`config.mk`:
```
export PLATFORM = sky130hd
export DESIGN_NAME = cbbm_alu
export DESIGN_NICKNAME = d
export VERILOG_FILES = /design/src/cbbm_pkg.sv /design/src/cbbm_alu.sv
export SDC_FILE = /design/constraint.sdc
export NUM_CORES = 1
export LEC_CHECK = 0
export BUFFER_PORTS_ARGS = -buffer_cell sky130_fd_sc_hd__clkbuf_2
export CORE_MARGIN = 5
export CORE_UTILIZATION = 48
export DETAILED_ROUTE_END_ITERATION = 10
export PLACE_DENSITY = 0.82
export SETUP_SLACK_MARGIN = 0.4
export SLEW_MARGIN = 40
export SYNTH_ARGS = -nofsm -noshare
export SYNTH_HDL_FRONTEND = slang
export SYNTH_SLANG_ARGS = --single-unit
```
`constraint.sdc`:
```
create_clock -name vclk -period 3.01
set_input_delay 0.301 -clock vclk [all_inputs]
set_output_delay 0.301 -clock vclk [all_outputs]
set_load 0.01 [all_outputs]
```
`src/cbbm_pkg.sv`:
```
// Package for the cursor byte/bit map: store geometry, op and status codes,
// register indexes and the transfer and control structs.
// No dependencies; cbbm_alu, cursor_byte_bit_map and cbbm_checker import it.
package cbbm_pkg;

    // Store geometry
    localparam int MAX_COLS    = 64;
    localparam int MAX_ROWS    = 64;
    localparam int STORE_DEPTH = MAX_COLS * MAX_ROWS;
    localparam int ADDR_W      = $clog2(STORE_DEPTH);

    // Configuration port
    localparam int CFG_W     = 7;
    localparam int CFG_IDX_W = 1;
    localparam logic [CFG_IDX_W-1:0] REG_WIDTH  = 1'd0;
    localparam logic [CFG_IDX_W-1:0] REG_HEIGHT = 1'd1;
    localparam logic [CFG_W-1:0]     SIZE_RESET = 7'd64;

    // Op codes
    localparam logic [3:0] OP_SELECT      = 4'd0;
    localparam logic [3:0] OP_REPLACE     = 4'd1;
    localparam logic [3:0] OP_SET_IF_ZERO = 4'd2;
    localparam logic [3:0] OP_ZERO_BYTE   = 4'd3;
    localparam logic [3:0] OP_GET_BYTE    = 4'd4;
    localparam logic [3:0] OP_BIT_SET     = 4'd5;
    localparam logic [3:0] OP_BIT_CLEAR   = 4'd6;
    localparam logic [3:0] OP_BIT_TOGGLE  = 4'd7;
    localparam logic [3:0] OP_BIT_GET     = 4'd8;
    localparam logic [3:0] OP_CLEAR_ALL   = 4'd9;

    // Status codes
    localparam logic [1:0] STATUS_OK            = 2'd0;
    localparam logic [1:0] STATUS_BYTE_NOT_ZERO = 2'd1;
    localparam logic [1:0] STATUS_BIT_NOT_ZERO  = 2'd2;

    typedef struct packed {
        logic [3:0] op;
        logic [5:0] x_coord;
        logic [5:0] y_coord;
        logic [7:0] byte_value;
        logic [2:0] bit_index;
    } in_item_t;

    typedef struct packed {
        logic [7:0] read_byte;
        logic       bit_value;
        logic       hit;
        logic [1:0] status;
    } out_item_t;

    // Outcome of one op, from the modify unit to the sequencer
    typedef struct packed {
        logic       wr_en;
        logic [7:0] wr_data;
        logic       cursor_load;
        logic       clear_start;
        out_item_t  result;
    } alu_res_t;

endpackage

```
`src/cbbm_alu.sv`:
```
// Modify unit: works out the new byte, write enable, cursor load and result
// of one op from the byte read out of the store. Depends on cbbm_pkg.
module cbbm_alu
    import cbbm_pkg::*;
(
    input  in_item_t   item,
    input  logic [7:0] rdata,
    input  logic       sel_in,
    input  logic       cur_in,
    output alu_res_t   res
);

    logic [7:0] mask;
    logic       bit_now;

    assign mask    = 8'b1 << item.bit_index;
    assign bit_now = rdata[item.bit_index];

    always_comb begin
        res         = '0;
        res.wr_data = rdata;
        unique case (item.op) inside
            OP_SELECT: begin
                if (sel_in) begin
                    res.cursor_load = 1'b1;
                    res.result.hit  = 1'b1;
                end
            end
            OP_CLEAR_ALL: begin
                res.clear_start = 1'b1;
                res.result.hit  = 1'b1;
            end
            [OP_REPLACE:OP_BIT_GET]: begin
                // Byte and bit ops act only with the cursor inside
                if (cur_in) begin
                    res.result.hit = 1'b1;
                    unique case (item.op)
                        OP_REPLACE: begin
                            res.wr_en   = 1'b1;
                            res.wr_data = item.byte_value;
                        end
                        OP_SET_IF_ZERO: begin
                            if (rdata != 8'd0) begin
                                res.result.status = STATUS_BYTE_NOT_ZERO;
                            end else begin
                                res.wr_en   = 1'b1;
                                res.wr_data = item.byte_value;
                            end
                        end
                        OP_ZERO_BYTE: begin
                            res.wr_en   = 1'b1;
                            res.wr_data = 8'd0;
                        end
                        OP_GET_BYTE: begin
                            res.result.read_byte = rdata;
                        end
                        OP_BIT_SET: begin
                            if (bit_now) begin
                                res.result.status = STATUS_BIT_NOT_ZERO;
                            end else begin
                                res.wr_en   = 1'b1;
                                res.wr_data = rdata | mask;
                            end
                        end
                        OP_BIT_CLEAR: begin
                            res.wr_en   = 1'b1;
                            res.wr_data = rdata & ~mask;
                        end
                        OP_BIT_TOGGLE: begin
                            res.wr_en   = 1'b1;
                            res.wr_data = rdata ^ mask;
                        end
                        OP_BIT_GET: begin
                            res.result.bit_value = bit_now;
                        end
                        default: begin
                        end
                    endcase
                end
            end
            default: begin
                // Unused op codes give an all-zero result
            end
        endcase
    end

endmodule

```
# Word level (Yosys, flattened, before mapping)
# Cells that the tools add are included.
[totals]
register_bits = 0
ram_bits = 0
out_inout_bits = 23
latch_bits = 0
romBits = 0
elab_cells = 39
mem_count = 0
[op_classes]
n_mul = 0
div_mod_pow = 0
n_mux = 19
n_eq_ne = 9
shift = 1
n_reduce_logical = 3
n_addsub = 0
n_lt_le_gt_ge = 3
n_bitwise = 4
[op_table]
columns = ["operator", "n"]
rows = [
  ["$pmux W9 S6", 1],
  ["$mux W9", 5],
  ["$eq A4 B3 Y1 const B", 4],
  ["$mux W12", 1],
  ["$and A8 B8 Y8", 1],
  ["$eq A4 B2 Y1 const B", 2],
  ["$eq A4 B4 Y1 const B", 2],
  ["$mux W8", 1],
  ["$not A8 Y8", 1],
  ["$or A8 B8 Y8", 1],
  ["$reduce_bool A8 Y1", 1],
  ["$shl A1 B3 Y8 const A", 1],
  ["$xor A8 B8 Y8", 1],
  ["$mux W1", 6],
  ["$eq A4 B1 Y1 const B", 1],
  ["$ge A4 B1 Y1 const B", 1],
  ["$le A4 B4 Y1 const B", 1],
  ["$logic_not A4 Y1", 1],
  ["$lt A3 B4 Y1 const B", 1],
  ["$mux W2", 2],
  ["$pmux W2 S2", 1],
  ["$bmux W1 S3", 1],
  ["$pmux W1 S3", 1],
  ["$logic_and A1 B1 Y1", 1],
]

# Depth between registers and ports, before layout
[logic_depth]
ltp_word = 6
mapped_depth = 8
mapped_depth_nobuf = 7

# Worst setup path before layout
# No wires, ideal clock.
[synth_timing]
path_type = "in2out"
start = "in item[2] (netlist name)"
end = "out res[18] (netlist name)"
stages = 7
required_ns = 2.709
setup_slack_ns = 0.352
n_path_buf = 1
arrival_time_ns = 2.357
cell_sequence = "clkdlybuf4s50_2 -> or3b_2 -> ha_1 -> mux2_2 -> a22oi_1 -> a21oi_1 -> a221o_1"
[synth_rtl]
columns = ["item", "line_no", "source"]
rows = [
  ["from (decl)", "cbbm_alu.sv:6", "input in_item_t item,"],
  ["to (decl)", "cbbm_alu.sv:10", "output alu_res_t res"],
]

==> out/qor.yml <==
drt:
  drc: 0
  ant_nets: 0
  drt_wl_total_mm: 3.26
  vias_per_cell: 6.16
  vias: 1288
  post_drt_wl_per_cell_um: 15.6
  firstDrtPassIters: 4
  drt_iter0_drc: 48
global_routing:
  grt_usage_pct: 19.5
  grt.overflow.total: 0
  grt_pass1_wl_mm: 5.54
  grt_max_degree: 19
  grt_pass1_vias: 1257
  antenna_found_initial: 0
sta:
  worst_slack_ns: 0.505
  setup-tns-final_ns: 0
  slew_viol_final: 0
  timing.fmax_ghz: 0.399
  worst_pin_slew_ns: 0.771
  max_slew_margin_pct: 48.5
  hold_viol_final: 0
  whs_ns: 0.943
  rsz0062_at_grt: "no"
  final-setup-viol-count: 0
  fin_crit_ns: 2.51
  fin_crit_sh_pct: 83.2
place:
  gp_congestion: 0.893
  dp.cells: 209
  numPortBuffers: 48
  dp_hpwl_mm: 2.47
  pre_cts_slack_ns: 0.517
clock_tree:
  post_cts_resized: 0
  cts_setup_buffers: 0
  hold_buffers: 0
run:
  maxCapViolCount: 0
power:
  comb_power_share_pct: 100.0
  swShare_pct: 54.7
  p_int_uw: 67.1
  power.share.sequential_pct: 0
  clkPwrFrac_pct: 0
  irDropWorstVdd_mv: 0.0570
  p_per_area_nw_per_um2: 113
  p_switching_uw: 80.9
  leakage_uw: 0.000655
final_layout:
  regArea_um2: 0
  multi_input_area_um2: 931
  syn2layout_area_growth_pct: 19.6
  stdcell_count: 209
  final_core_util_pct: 59.9
  drive_gt1_share_pct: 40.3
  seq_cell_count: 0
  clkbuf_count: 0
  antenna_cells: 0
  layout.nets: 236
  fill_cells: 199
setup_path:
  crit_type: "in -> out"
  cp_cell_sequence: "clkbuf_2 > or3b_2 > ha_1 > mux2_2 > a22oi_1 > a21oi_1 > a221o_1 > clkbuf_2"
  end_kind: "primary output"
  cp_max_fo: 12
  cp-start-kind: "input port"
  cp_common_cell: "clkbuf_2"
  worst_path_max_delay_cell: "or3b_2"
  cp.arrival_ns: 2.20
  max_stage_delay_ns: 0.53
  cp_data_required_time_ns: 2.71
logic_synthesis:
  avgSynthCellArea_um2: 7.94
  yosysSeqAreaShare_pct: 0
  syn_inst: 138
  ys_types: 37
  synth_nets: 191
  syn_area_um2: 1100
  yosys_warnings: 0
status:
  run_status: "finished, final reports clean"
floorplan:
  row_count: 17
  start_util_pct: 50.0
  die_h_um: 57.8
  die_area_um2: 3340
  die_w_um: 57.8
  num_io_pins: 60
  core_um2: 2190
worst_hold_path:
  min_path_type: "in -> out"
[synthesized netlist by cell type, drive strengths merged (4+ instances only)]
cell type  count  area (µm²)
nand4          8        50.1
a22oi          8        60.1
inv           18        67.6
nor2           7        26.3
mux2i          4        40.0
ha            16         200
a221o          9        90.1
buf            5        42.5
mux2           8        90.1
a21oi         11        55.1
and2           8        50.1
[final cells by class]
| class | instances | share of cell area [%] |
|---|---|---|
| Inverter | 18 | 5.15 |
| Multi-Input combinational cell | 110 | 71.0 |
| Tap cell | 28 | 2.67 |
| Timing Repair Buffer | 53 | 21.2 |
[layout by cell type, fill, tap and decap left out, drive strengths merged, types with 2 or more instances in the layout]
| cell type | synthesis | layout |
|---|---|---|
| nor2b | 3 | 3 |
| a221o | 9 | 9 |
| a22oi | 8 | 8 |
| inv | 18 | 18 |
| a21o | 2 | 2 |
| mux2i | 4 | 4 |
| ha | 16 | 16 |
| buf | 5 | 5 |
| or3b | 2 | 2 |
| nor4b | 3 | 3 |
| clkbuf | 3 | 48 |
| nand4 | 8 | 8 |
| mux2 | 8 | 8 |
| a21oi | 11 | 11 |
| nor4 | 3 | 3 |
| and2 | 8 | 8 |
| nand3b | 3 | 3 |
| nand2 | 3 | 3 |
| o21ai | 2 | 2 |
| nor2 | 7 | 7 |
[metrics by stage]
stage	total power [µW]	area [µm²]
after floorplan	98.5	1090
after global placement	140	1310
after detailed placement	147	1310
after CTS	148	1310
after global routing	164	1310
final	148	1310
[metal layers]
metal  share of wire, %  routed length (µm)  track usage (%)
met1                 43                1390             27.1
met5                  0                   0                0
met3                8.5                 277            0.668
met4                  0                   0             2.98
met2                 49                1590             33.9
[path summary, 6_finish.rpt]
| path | startpoint | cells past startpoint | end |
|---|---|---|---|
| hold / removal | cur_in | 4 | res[0] |
| setup / recovery | item[1] | 8 | res[15] |
[power groups by stage]
stage | clock (µW) | combinational [µW] | sequential (µW)
2_1_floorplan | 0 | 98.5 | 0
3_3_place_gp | 0 | 140 | 0
3_5_place_dp | 0 | 147 | 0
4_1_cts | 0 | 148 | 0
5_1_grt | 0 | 164 | 0
6_report | 0 | 148 | 0
[critical path: cells and delay by family]
family                   cells  cell delay [ns]
adder cells (fa/ha/maj)      1             0.28
AO/OA/AOI/OAI                3             0.50
buffers and inverters        2             0.33
AND/OR/NAND/NOR              1             0.53
multiplexers                 1             0.26
[kinds of logic (layout without fill, tap and decap cells)]
| group | count (synthesis) | after routing | synth area share, % |
|---|---|---|---|
| and+or+nand+nor | 47 | 47 | 29.9 |
| adders and majority gates | 16 | 16 | 18.3 |
| buffers and inverters | 28 | 71 | 15.1 |
| muxes | 13 | 13 | 13.9 |
| AOI/OAI and AO/OA | 34 | 34 | 22.8 |
(Power assumes the default switching activity.)
